==> src/rtl/core/esr_pkg.sv <==
package esr_pkg;

  // Command codes
  localparam logic [2:0] CMD_TICK  = 3'd0;
  localparam logic [2:0] CMD_SET   = 3'd1;
  localparam logic [2:0] CMD_START = 3'd2;
  localparam logic [2:0] CMD_STOP  = 3'd3;
  localparam logic [2:0] CMD_CALIB = 3'd4;

  // Configuration register indexes
  localparam logic [2:0] REG_MIN_PULSE     = 3'd0;
  localparam logic [2:0] REG_MAX_PULSE     = 3'd1;
  localparam logic [2:0] REG_NEUTRAL_PULSE = 3'd2;
  localparam logic [2:0] REG_RAMP_STEP     = 3'd3;
  localparam logic [2:0] REG_CALIB_HOLD    = 3'd4;

  typedef enum logic [1:0] {
    MODE_STOPPED  = 2'd0,
    MODE_STARTING = 2'd1,
    MODE_RUNNING  = 2'd2,
    MODE_CALIB    = 2'd3
  } mode_t;

  typedef enum logic [1:0] {
    ST_OK        = 2'd0,
    ST_BAD_SPEED = 2'd1,
    ST_NOT_CAL   = 2'd2,
    ST_BUSY      = 2'd3
  } status_t;

  // Reset values of the configuration registers
  localparam logic [15:0] MIN_PULSE_RST     = 16'd1000;
  localparam logic [15:0] MAX_PULSE_RST     = 16'd2000;
  localparam logic [15:0] NEUTRAL_PULSE_RST = 16'd1500;
  localparam logic [19:0] RAMP_STEP_RST     = 20'd500;
  localparam logic [15:0] CALIB_HOLD_RST    = 16'd2000;

  localparam logic [13:0] SPEED_REQ_MAX = 14'd10000;
  localparam logic [20:0] FINE_PER_REQ  = 21'd100;

  // x / 625 == (x * DIV625_MUL) >> 36, exact for x < 2^26
  localparam logic [26:0] DIV625_MUL = 27'd109951163;
  // x / 25 == (x * DIV25_MUL) >> 23, exact for x < 2^18
  localparam logic [18:0] DIV25_MUL  = 19'd335545;

  typedef struct packed {
    logic [15:0] min_pulse;
    logic [15:0] max_pulse;
    logic [19:0] ramp_step;
    logic [15:0] calib_hold;
  } cfg_t;

  // Item after the first stage: products formed, flags decoded
  typedef struct packed {
    logic [2:0]  cmd;
    logic        req_bad;
    logic        req_zero;
    logic [19:0] tgt_fine;
    logic [15:0] ms;
    logic [35:0] lim;
    logic        span_neg;
    logic [29:0] prod;
  } pre_t;

  // Item entering the state update: mapped pulse ready
  typedef struct packed {
    logic [2:0]  cmd;
    logic        req_bad;
    logic        req_zero;
    logic [19:0] tgt_fine;
    logic [15:0] ms;
    logic [35:0] lim;
    logic [15:0] pulse;
  } work_t;

  // State after the update, as seen by the result
  typedef struct packed {
    status_t     status;
    logic [15:0] pulse;
    logic        enabled;
    mode_t       mode;
    logic [19:0] speed_fine;
    logic        calibrated;
  } upd_t;

endpackage

==> src/rtl/core/esr_if.sv <==
interface esr_cmd_if;
  logic        valid;
  logic        ready;
  logic [2:0]  command;
  logic [13:0] speed_request;
  logic [15:0] elapsed_ms;

  modport source(output valid, command, speed_request, elapsed_ms, input ready);
  modport sink(input valid, command, speed_request, elapsed_ms, output ready);
endinterface

interface esr_res_if;
  logic        valid;
  logic        ready;
  logic [1:0]  status;
  logic [15:0] pulse_width;
  logic        pwm_enabled;
  logic [1:0]  motor_mode;
  logic [13:0] present_speed;
  logic        is_calibrated;

  modport source(output valid, status, pulse_width, pwm_enabled, motor_mode,
                 present_speed, is_calibrated, input ready);
  modport sink(input valid, status, pulse_width, pwm_enabled, motor_mode,
               present_speed, is_calibrated, output ready);
endinterface

interface esr_cfg_if;
  logic        valid;
  logic        ready;
  logic [2:0]  index;
  logic [19:0] data;

  modport source(output valid, index, data, input ready);
  modport sink(input valid, index, data, output ready);
endinterface

==> src/rtl/core/esr_state.sv <==
module esr_state (
  input  logic           clk,
  input  logic           rst,
  input  logic           en,
  input  esr_pkg::cfg_t  cfg,
  input  esr_pkg::work_t item,
  output esr_pkg::upd_t  upd
);
  import esr_pkg::*;

  mode_t       mode, mode_next;
  logic [19:0] target, target_next;
  logic [19:0] speed, speed_next;
  logic [15:0] pulse, pulse_next;
  logic        enabled, enabled_next;
  logic        calibrated, calibrated_next;
  logic        phase, phase_next;
  logic [16:0] timer, timer_next;
  status_t     status;

  logic [16:0] timer_sum;
  logic [19:0] up_diff;
  logic [19:0] dn_diff;

  always_comb begin
    mode_next       = mode;
    target_next     = target;
    speed_next      = speed;
    pulse_next      = pulse;
    enabled_next    = enabled;
    calibrated_next = calibrated;
    phase_next      = phase;
    timer_next      = timer;
    status          = ST_OK;

    timer_sum = timer + {1'b0, item.ms};
    up_diff   = target - speed;
    dn_diff   = speed - target;

    if (item.cmd == CMD_TICK) begin
      case (mode)
        MODE_CALIB: begin
          if (timer_sum >= {1'b0, cfg.calib_hold}) begin
            // Phase done: drop excess time, drive the low level
            timer_next = '0;
            pulse_next = cfg.min_pulse;
            if (phase) begin
              phase_next      = 1'b0;
              calibrated_next = 1'b1;
              mode_next       = MODE_STOPPED;
            end else begin
              phase_next = 1'b1;
            end
          end else begin
            timer_next = timer_sum;
          end
        end
        MODE_RUNNING: begin
          if (target > speed && {16'd0, up_diff} > item.lim) begin
            speed_next = speed + item.lim[19:0];
          end else if (speed > target && {16'd0, dn_diff} > item.lim) begin
            speed_next = speed - item.lim[19:0];
          end else begin
            speed_next = target;
          end
        end
        MODE_STOPPED: begin
          speed_next = '0;
        end
        default: begin
        end
      endcase
    end else if (item.cmd <= CMD_CALIB && mode == MODE_CALIB) begin
      status = ST_BUSY;
    end else begin
      case (item.cmd)
        CMD_SET: begin
          if (item.req_bad) begin
            status = ST_BAD_SPEED;
          end else if (!calibrated && !item.req_zero) begin
            status = ST_NOT_CAL;
          end else begin
            target_next = item.tgt_fine;
            if (item.req_zero) begin
              mode_next  = MODE_STOPPED;
              pulse_next = cfg.min_pulse;
            end else begin
              mode_next  = MODE_RUNNING;
              pulse_next = item.pulse;
            end
          end
        end
        CMD_START: begin
          enabled_next = 1'b1;
          mode_next    = MODE_STARTING;
        end
        CMD_STOP: begin
          mode_next    = MODE_STOPPED;
          target_next  = '0;
          speed_next   = '0;
          pulse_next   = cfg.min_pulse;
          enabled_next = 1'b0;
        end
        CMD_CALIB: begin
          mode_next  = MODE_CALIB;
          pulse_next = cfg.max_pulse;
          phase_next = 1'b0;
          timer_next = '0;
        end
        default: begin
        end
      endcase
    end

    upd.status     = status;
    upd.pulse      = pulse_next;
    upd.enabled    = enabled_next;
    upd.mode       = mode_next;
    upd.speed_fine = speed_next;
    upd.calibrated = calibrated_next;
  end

  always_ff @(posedge clk) begin
    if (rst) begin
      mode       <= MODE_STOPPED;
      target     <= '0;
      speed      <= '0;
      pulse      <= NEUTRAL_PULSE_RST;
      enabled    <= 1'b0;
      calibrated <= 1'b0;
      phase      <= 1'b0;
      timer      <= '0;
    end else if (en) begin
      mode       <= mode_next;
      target     <= target_next;
      speed      <= speed_next;
      pulse      <= pulse_next;
      enabled    <= enabled_next;
      calibrated <= calibrated_next;
      phase      <= phase_next;
      timer      <= timer_next;
    end
  end

endmodule

==> src/rtl/core/esc_speed_ramp_controller.sv <==
// Throttle controller for a pulse-driven motor with a slew-rate limited speed.
// Channels: cmd takes one command per transaction (tick with elapsed
// milliseconds, set speed, start, stop, calibrate); res returns exactly one
// result per command with the status and the state after it (pulse width,
// output enable, mode, ramped speed in 0.01 %, calibration flag); cfg writes
// the configuration registers by index and is always ready.
// Pipeline: a command passes through four registered stages to its result.
// The stages are: products (ramp limit, pulse span), constant division of
// the pulse span, state update, speed scaling to 0.01 % units.
// Throughput: one command per cycle. Each stage holds one transaction and
// advances whenever the stage after it is empty or advancing, so the input
// keeps taking commands while a finished result waits at the output.
// When the receiver stalls, results hold in the output register and the
// stages fill; cmd.ready drops only once all four stages are full.
// Reset: mode stopped, speeds zero, pulse at the neutral reset width,
// output disabled, not calibrated, configuration at its reset values.
// A write to the neutral pulse register has no effect on the pulse.
// Write configuration only with no command in flight.
module esc_speed_ramp_controller (
  input logic   clk,
  input logic   rst,
  esr_cmd_if.sink   cmd,
  esr_res_if.source res,
  esr_cfg_if.sink   cfg
);
  import esr_pkg::*;

  cfg_t cfg_reg;

  // Stage valids and stage-ready chain
  logic v1, v2, v3, v4;
  logic rdy1, rdy2, rdy3, rdy4;

  pre_t  s1, s1_next;
  work_t s2, s2_next;
  upd_t  s3, upd;
  upd_t  s4, s4_next;

  logic [16:0] span;
  logic [15:0] span_mag;
  logic [25:0] div_in;
  logic [52:0] div_prod;
  logic [15:0] quot;
  logic [36:0] spd_prod;
  logic [20:0] tgt_wide;

  // Configuration: always ready, store by index
  assign cfg.ready = 1'b1;

  always_ff @(posedge clk) begin
    if (rst) begin
      cfg_reg.min_pulse  <= MIN_PULSE_RST;
      cfg_reg.max_pulse  <= MAX_PULSE_RST;
      cfg_reg.ramp_step  <= RAMP_STEP_RST;
      cfg_reg.calib_hold <= CALIB_HOLD_RST;
    end else if (cfg.valid) begin
      case (cfg.index)
        REG_MIN_PULSE:  cfg_reg.min_pulse  <= cfg.data[15:0];
        REG_MAX_PULSE:  cfg_reg.max_pulse  <= cfg.data[15:0];
        REG_RAMP_STEP:  cfg_reg.ramp_step  <= cfg.data;
        REG_CALIB_HOLD: cfg_reg.calib_hold <= cfg.data[15:0];
        // Neutral pulse only matters at reset; drop the write
        REG_NEUTRAL_PULSE: begin
        end
        default: begin
        end
      endcase
    end
  end

  // Handshake chain: a stage advances when empty or when its successor does
  assign rdy4      = !v4 || res.ready;
  assign rdy3      = !v3 || rdy4;
  assign rdy2      = !v2 || rdy3;
  assign rdy1      = !v1 || rdy2;
  assign cmd.ready = rdy1;

  // Stage 1: ramp limit, pulse span magnitude times request, target speed
  always_comb begin
    span     = {1'b0, cfg_reg.max_pulse} - {1'b0, cfg_reg.min_pulse};
    span_mag = span[16] ? 16'(-span) : span[15:0];
    tgt_wide = {7'd0, cmd.speed_request} * FINE_PER_REQ;

    s1_next.cmd      = cmd.command;
    s1_next.req_bad  = cmd.speed_request > SPEED_REQ_MAX;
    s1_next.req_zero = cmd.speed_request == '0;
    s1_next.tgt_fine = tgt_wide[19:0];
    s1_next.ms       = cmd.elapsed_ms;
    s1_next.lim      = {16'd0, cfg_reg.ramp_step} * {20'd0, cmd.elapsed_ms};
    s1_next.span_neg = span[16];
    s1_next.prod     = {16'd0, cmd.speed_request} * {14'd0, span_mag};
  end

  // Stage 2: divide the span product by 10000 (shift by 4, then by 625)
  always_comb begin
    div_in   = s1.prod[29:4];
    div_prod = {27'd0, div_in} * {26'd0, DIV625_MUL};
    quot     = div_prod[51:36];

    s2_next.cmd      = s1.cmd;
    s2_next.req_bad  = s1.req_bad;
    s2_next.req_zero = s1.req_zero;
    s2_next.tgt_fine = s1.tgt_fine;
    s2_next.ms       = s1.ms;
    s2_next.lim      = s1.lim;
    s2_next.pulse    = s1.span_neg ? cfg_reg.min_pulse - quot
                                   : cfg_reg.min_pulse + quot;
  end

  // Stage 3: state update, one command at a time in arrival order
  esr_state u_state (
    .clk  (clk),
    .rst  (rst),
    .en   (v2 && rdy3),
    .cfg  (cfg_reg),
    .item (s2),
    .upd  (upd)
  );

  // Stage 4: speed in 0.0001 % to 0.01 % (shift by 2, then divide by 25)
  always_comb begin
    spd_prod   = {19'd0, s3.speed_fine[19:2]} * {18'd0, DIV25_MUL};
    s4_next    = s3;
    s4_next.speed_fine = {6'd0, spd_prod[36:23]};
  end

  always_ff @(posedge clk) begin
    if (rst) begin
      v1 <= 1'b0;
      v2 <= 1'b0;
      v3 <= 1'b0;
      v4 <= 1'b0;
    end else begin
      if (rdy1) v1 <= cmd.valid;
      if (rdy2) v2 <= v1;
      if (rdy3) v3 <= v2;
      if (rdy4) v4 <= v3;
    end
  end

  // Payload registers: load only when a transaction moves in
  always_ff @(posedge clk) begin
    if (rdy1 && cmd.valid) s1 <= s1_next;
    if (rdy2 && v1)        s2 <= s2_next;
    if (rdy3 && v2)        s3 <= upd;
    if (rdy4 && v3)        s4 <= s4_next;
  end

  assign res.valid         = v4;
  assign res.status        = s4.status;
  assign res.pulse_width   = s4.pulse;
  assign res.pwm_enabled   = s4.enabled;
  assign res.motor_mode    = s4.mode;
  assign res.present_speed = s4.speed_fine[13:0];
  assign res.is_calibrated = s4.calibrated;

endmodule

==> src/flat_wrapper.sv <==
// flat-port wrapper written by rule: the top's interface ports become plain ports
module esc_speed_ramp_controller_flat import esr_pkg::*;
  (clk, rst, cmd_valid, cmd_command, cmd_speed_request, cmd_elapsed_ms, cmd_ready, res_valid, res_status, res_pulse_width, res_pwm_enabled, res_motor_mode, res_present_speed, res_is_calibrated, res_ready, cfg_valid, cfg_index, cfg_data, cfg_ready);
  esr_cmd_if cmd_i ();
  esr_res_if res_i ();
  esr_cfg_if cfg_i ();
  input logic clk;
  input logic rst;
  input wire logic [$bits(cmd_i.valid)-1:0] cmd_valid;
  input wire logic [$bits(cmd_i.command)-1:0] cmd_command;
  input wire logic [$bits(cmd_i.speed_request)-1:0] cmd_speed_request;
  input wire logic [$bits(cmd_i.elapsed_ms)-1:0] cmd_elapsed_ms;
  output wire logic [$bits(cmd_i.ready)-1:0] cmd_ready;
  output wire logic [$bits(res_i.valid)-1:0] res_valid;
  output wire logic [$bits(res_i.status)-1:0] res_status;
  output wire logic [$bits(res_i.pulse_width)-1:0] res_pulse_width;
  output wire logic [$bits(res_i.pwm_enabled)-1:0] res_pwm_enabled;
  output wire logic [$bits(res_i.motor_mode)-1:0] res_motor_mode;
  output wire logic [$bits(res_i.present_speed)-1:0] res_present_speed;
  output wire logic [$bits(res_i.is_calibrated)-1:0] res_is_calibrated;
  input wire logic [$bits(res_i.ready)-1:0] res_ready;
  input wire logic [$bits(cfg_i.valid)-1:0] cfg_valid;
  input wire logic [$bits(cfg_i.index)-1:0] cfg_index;
  input wire logic [$bits(cfg_i.data)-1:0] cfg_data;
  output wire logic [$bits(cfg_i.ready)-1:0] cfg_ready;
  assign cmd_i.valid = cmd_valid;
  assign cmd_i.command = cmd_command;
  assign cmd_i.speed_request = cmd_speed_request;
  assign cmd_i.elapsed_ms = cmd_elapsed_ms;
  assign cmd_ready = cmd_i.ready;
  assign res_valid = res_i.valid;
  assign res_status = res_i.status;
  assign res_pulse_width = res_i.pulse_width;
  assign res_pwm_enabled = res_i.pwm_enabled;
  assign res_motor_mode = res_i.motor_mode;
  assign res_present_speed = res_i.present_speed;
  assign res_is_calibrated = res_i.is_calibrated;
  assign res_i.ready = res_ready;
  assign cfg_i.valid = cfg_valid;
  assign cfg_i.index = cfg_index;
  assign cfg_i.data = cfg_data;
  assign cfg_ready = cfg_i.ready;
  esc_speed_ramp_controller u_core (.clk(clk), .rst(rst), .cmd(cmd_i), .res(res_i), .cfg(cfg_i));
endmodule
==> config.mk <==
export PLATFORM = sky130hd
export DESIGN_NAME = esc_speed_ramp_controller_flat
export DESIGN_NICKNAME = d
export VERILOG_FILES = /design/src/rtl/core/esr_pkg.sv /design/src/rtl/core/esr_if.sv /design/src/rtl/core/esr_state.sv /design/src/rtl/core/esc_speed_ramp_controller.sv /design/src/flat_wrapper.sv
export SDC_FILE = /design/constraint.sdc
export NUM_CORES = 2
export LEC_CHECK = 0
export BUFFER_PORTS_ARGS = -buffer_cell sky130_fd_sc_hd__clkbuf_2
export CORE_UTILIZATION = 40
export CTS_CLUSTER_DIAMETER = 60
export DETAILED_ROUTE_END_ITERATION = 10
export GPL_TIMING_DRIVEN = 0
export SLEW_MARGIN = 20
export SYNTH_ARGS = -nofsm -noshare
export SYNTH_HDL_FRONTEND = slang
export SYNTH_SLANG_ARGS = --single-unit
==> constraint.sdc <==
create_clock -name clk -period 9.4 [get_ports clk]
set_input_delay 1.41 -clock clk [delete_from_list [all_inputs] [get_ports clk]]
set_output_delay 1.41 -clock clk [all_outputs]
set_load 0.01 [all_outputs]
=== After elaboration in Yosys (flattened, before gate mapping) ===
Cells that the tools add are included.

* Add/subtract/negate cells: 9
* $mul: 5
* Magnitude comparators: 7
* Equal/unequal tests: 14
* Muxes and demuxes: 50
* Bitwise logic cells: 2
* Reduce and logical (&&, ||, !) cells: 31

{| class="wikitable"
|+ Operator list
! cell !! count
|-
| $mux W16 || 9
|-
| $mux W20 || 7
|-
| $mux W17 || 5
|-
| $pmux W20 S2 || 2
|-
| $gt A20 B36 Y1 || 2
|-
| $sub A20 B20 Y20 || 3
|-
| $mul A26 B27 Y52 const B || 1
|-
| $pmux W16 S3 || 1
|-
| $gt A20 B20 Y1 || 2
|-
| $mul A18 B19 Y37 const B || 1
|-
| $mul A20 B16 Y36 || 1
|-
| $mul A14 B16 Y30 || 1
|-
| $mux W2 || 12
|-
| $add A20 B20 Y20 || 1
|-
| $mul A14 B5 Y18 const B || 1
|-
| $add A17 B16 Y17 || 1
|-
| $ge A17 B16 Y1 || 1
|-
| $sub A16 B16 Y17 || 1
|-
| $add A16 B16 Y16 || 1
|-
| $neg A16 Y16 || 1
|-
| $sub A16 B16 Y16 || 1
|-
| $gt A14 B14 Y1 const B || 1
|-
| $logic_not A14 Y1 || 1
|-
| $mux W1 || 12
|-
| other kinds (20) || 49
|}

* Bits in registers: 425
* Input port bits: 61
* Output and inout port bits: 39
* Word-level logic and storage cells: 161

=== Logic depth before layout (Yosys ltp) ===
* Word-level depth: 7
* Mapped depth: 40

=== By module ===
Synthesis repeated with hierarchy kept, for this count alone.

* Cells, all modules: 6,282
* Area, all modules: 59,632.2 um^2

{| class="wikitable"
|+ Modules (own cells, without submodules)
! module !! instances !! cells an instance !! area each (um^2)
|-
| esc_speed_ramp_controller || 1 || 4,877 || 49,363.6
|-
| esr_state || 1 || 1,405 || 10,268.6
|}

=== Least setup slack after synthesis ===
OpenSTA, ideal clock, no wires.

* Path kind: reg2reg
* Start: register u_core.s1, in the netlist u_core.div_in[13]
* End: register u_core.s2[15] (netlist name), data pin
* Library setup time: 260 ps
* Arrival time: 8,291 ps
* Path slack: 849 ps
* Cell stages (with the launch flop): 38
* Clock period less this slack: 8,551 ps
* Cell sequence: edfxtp_1 > ha_1 > inv_1 > fa_1 > inv_1 > fa_1 > inv_1 > fa_1 > fa_1 > inv_1 > fa_1 > inv_1 > fa_1 > inv_1 > ha_1 > nand4_1 > nor3_1 > a21oi_1 > [2 not listed] > a21oi_1 > xnor2_1 > inv_1 > ha_1 > o21ai_0 > ha_1 > nor2b_1 > o21a_1 > o21ai_0 > a211oi_1 > a41o_1 > o211a_1 > o21a_1 > o21ai_0 > nand2b_1 > a21oi_1 > xnor2_1 > xnor2_1

{| class="wikitable"
|+ RTL lines
! item !! RTL line !! source
|-
| start: declaration || esc_speed_ramp_controller.sv:34 || <nowiki>pre_t s1, s1_next;</nowiki>
|-
| start signal: assignment || esc_speed_ramp_controller.sv:143 || <nowiki>if (rdy1 && cmd.valid) s1 <= s1_next;</nowiki>
|-
| end signal: assignment || esc_speed_ramp_controller.sv:144 || <nowiki>if (rdy2 && v1) s2 <= s2_next;</nowiki>
|-
| end: declaration || esc_speed_ramp_controller.sv:35 || <nowiki>work_t s2, s2_next;</nowiki>
|}

==> run summary <==
CP max stage delay - 630 ps
Setup crit end - u_core.s2[15]
Post-synth top area cell - fa_1
Largest net degree at the start of global routing - 29
P&R area growth vs syn - 10.3%
CP max stage cell - fa_1
# IOs - 100
Tmin final - 9050 ps
Slew HR - 37.6%
MaxCap Viol Count - 0
Clk sinks - 417
Fill count - 14000
Worst r2r src - u_core.div_in[11]
Clock-pin slew on the worst setup and hold paths - 60 ps
Post-Synth Adder-Cell Area - 46.8%
Worst Setup Start Kind - register
Synth unique cells - 99
Gr usage total - 22.2%
Setup Crit Path Kind - reg -> reg
Synth warn - 0
Worst R2R Setup Slack - 350 ps
Vias - 43000
Synthesized instance count - 6128
Router iterations before antenna repair - 8
WP data required - 9790 ps
Mapped cell area - 58700 µm²
Layout cells sized above 1 - 6.48%
Compound-gate portion of the synthesized area - 10.0%
I/O Buffers - 97
Placed inst area - 61800 µm²
Slew at the pin with the worst max-slew slack - 935 ps
Total gr overflow - 0
Hold path start - u_core.s1[55]
Slew Limit Fails - 0
Final nets - 8113
Reg2reg path depth - 36
Routed WL per cell - 19.6 µm
DPL Wire Length - 138 mm
Multi-input gate area - 42400 µm²
Crit path from - u_core.div_in[11]
Die height - 385 µm
Share of the synthesized area in the top cell type - 28.9%
Core Box Area - 146000 µm²
Status - finished clean
CP endpoint kind - register
Clk root buf - clkbuf_16
Period utilisation layout - 96.3%
Worst skew pair latency - 640 ps
Die width - 385 µm
DRC viols - 0
Post-synth top flop - edfxtp_1
CTS HTree Levels - 2
WHS - 411 ps
Post-Layout Cell Count - 8325
Post-CTS Hold Fix Bufs - 0
Hold Path Class - reg -> reg
Xor/xnor cell area share of the yosys netlist - 3.20%
DP Cell Count - 8152
CTS tree - built
Total area of sequential cells - 11000 µm²
Final instance area - 64800 µm²
DRT antenna net count - 0
Async set-reset flop share out of synthesis - 0%
Max Fclk - 0.110 GHz
Register area share after synthesis - 18.8%
Drt total wl - 163 mm
Worst Clk Skew - 54.8 ps
Starting Density - 40.3%
Die area - 148000 µm²
Number of flops mapped to enable cells by yosys - 269
Vias in the first global route - 43900
Largest family of logic cells by synthesized area - adder cells
Worst EP arrival - 9440 ps
Initial antenna violation count - 12
CP Max Fanout - 4
Syn_area_per_cell - 9.58 µm²
Post-DR vias/cell - 5.16
Synth Area in Simple Gates - 11.0%
TNS Setup - 0 ps
Top cells by area, synth - fa_1, ha_1, edfxtp_1
Clk buf depth - 3
Total CTS buffers - 50
1st-iter DRT viols - 2801
Post-synthesis mux area share - 0.192%
Max FFs per register - 91
Synthesized flop and latch total - 417
Final count of negative-setup-slack endpoints - 0
Reg2reg end - u_core.s2[15]
Final Hold Vio Count - 0
First-pass GRT wire length - 253 mm
Num rows - 140
Net count after synthesis - 7877
RD Place Congestion - 0.954
CP dominant cell by count - fa_1
==> routing by layer <==
layer  wire [µm]  global-route usage, %  vias up
met5          67                      0        -
met4        4540                   5.63       10
met3       10500                   3.22      213
met2       74600                   35.7     1172
met1       73600                   31.3    21500
li1            -                      -    20100
==> cell type report <==
| class | instances | area share (%) |
|---|---|---|
| buffer | 185 | 1.15 |
| timing repair buffer | 186 | 2.11 |
| multi-input combinational | 4164 | 65.4 |
| inverter | 1360 | 7.88 |
| tap | 1917 | 3.70 |
| clock buffer | 66 | 2.19 |
| antenna | 2 | 0.00773 |
| sequential | 417 | 17.1 |
| clock inverter | 28 | 0.489 |
==> worst max-delay path: cells and delay by family, from the launching register on <==
kind	cells	cell delay, ps
fa+ha+maj	10	4390
compound gates	11	2050
simple gates	5	870
buf+inv	7	700
flops	1	470
xor+xnor	3	360
==> cells by family (layout without fill, tap and decap cells) <==
family	Yosys count	count (layout)
adder cells (fa/ha/maj)	1688	1688
flip-flops	417	417
XOR/XNOR	213	213
buffers and inverters	1547	1825
multiplexers	11	11
AO/OA/AOI/OAI	864	864
AND/OR/NAND/NOR	1387	1387
other	1	3
==> timing repair <==
action                     CTS  global route
pin swaps                    3            25
gates resized for setup     44            89
buffers inserted            25            54
setup endpoints to repair   18            16
==> cells in the mapped netlist, types with 36 or more instances <==
cell type	number
edfxtp_1	269
xnor2_1	151
nor3_1	50
o21bai_1	39
clkbuf_1	176
o21ai_0	106
ha_1	841
nor2_1	244
a21o_1	111
nand3_1	57
inv_1	1360
nand2_1	637
xor2_1	61
a21oi_1	274
dfxtp_1	148
fa_1	847
o21a_1	47
nand2b_1	36
and2_1	175
==> cell usage in the layout, fill, tap and decap left out, types with 20 or more instances in the layout <==
cell type | Yosys | layout
inv_1 | 1360 | 1358
fa_1 | 847 | 845
ha_1 | 841 | 828
nand2_1 | 637 | 637
edfxtp_1 | 269 | 269
a21oi_1 | 274 | 266
nor2_1 | 244 | 243
and2_1 | 175 | 174
clkbuf_1 | 176 | 172
dfxtp_1 | 148 | 145
xnor2_1 | 151 | 140
a21o_1 | 111 | 111
clkbuf_2 | 0 | 101
o21ai_0 | 106 | 95
buf_4 | 1 | 78
xor2_1 | 61 | 56
nand3_1 | 57 | 55
clkbuf_16 | 0 | 53
o21a_1 | 47 | 47
nor3_1 | 50 | 46
o21bai_1 | 39 | 39
nand2b_1 | 36 | 36
nor2b_1 | 35 | 33
nand4_1 | 29 | 29
nand3b_1 | 29 | 29
a221o_1 | 28 | 28
a22oi_1 | 26 | 26
a31oi_1 | 25 | 23
o21ai_1 | 15 | 21
and3_1 | 20 | 20
==> how the worst min path moves through the flow <==
stage | end | slack (ps) | cells past startpoint
2_1_floorplan | u_core.res.is_calibrated | 400 | 0
3_3_place_gp | u_core.s2[36] | 400 | 0
3_5_place_dp | u_core.res.motor_mode[1] | 400 | 0
4_1_cts | u_core.s2[52] | 400 | 0
5_1_grt | u_core.s2[52] | 400 | 0
6_report | u_core.s2[40] | 410 | 0
==> through the flow <==
step | setup slack (ps) | util (%)
floorplan | 849 | -
global placement | -754 | 42.3
detailed placement | -786 | 42.5
CTS | 2.00 | 43.9
global route | -47.3 | 44.5
finish | 348 | 44.5
Power is left out: the tool's default activity adds up to more than one toggle a clock period on the data nets, which glitch-free logic cannot reach.
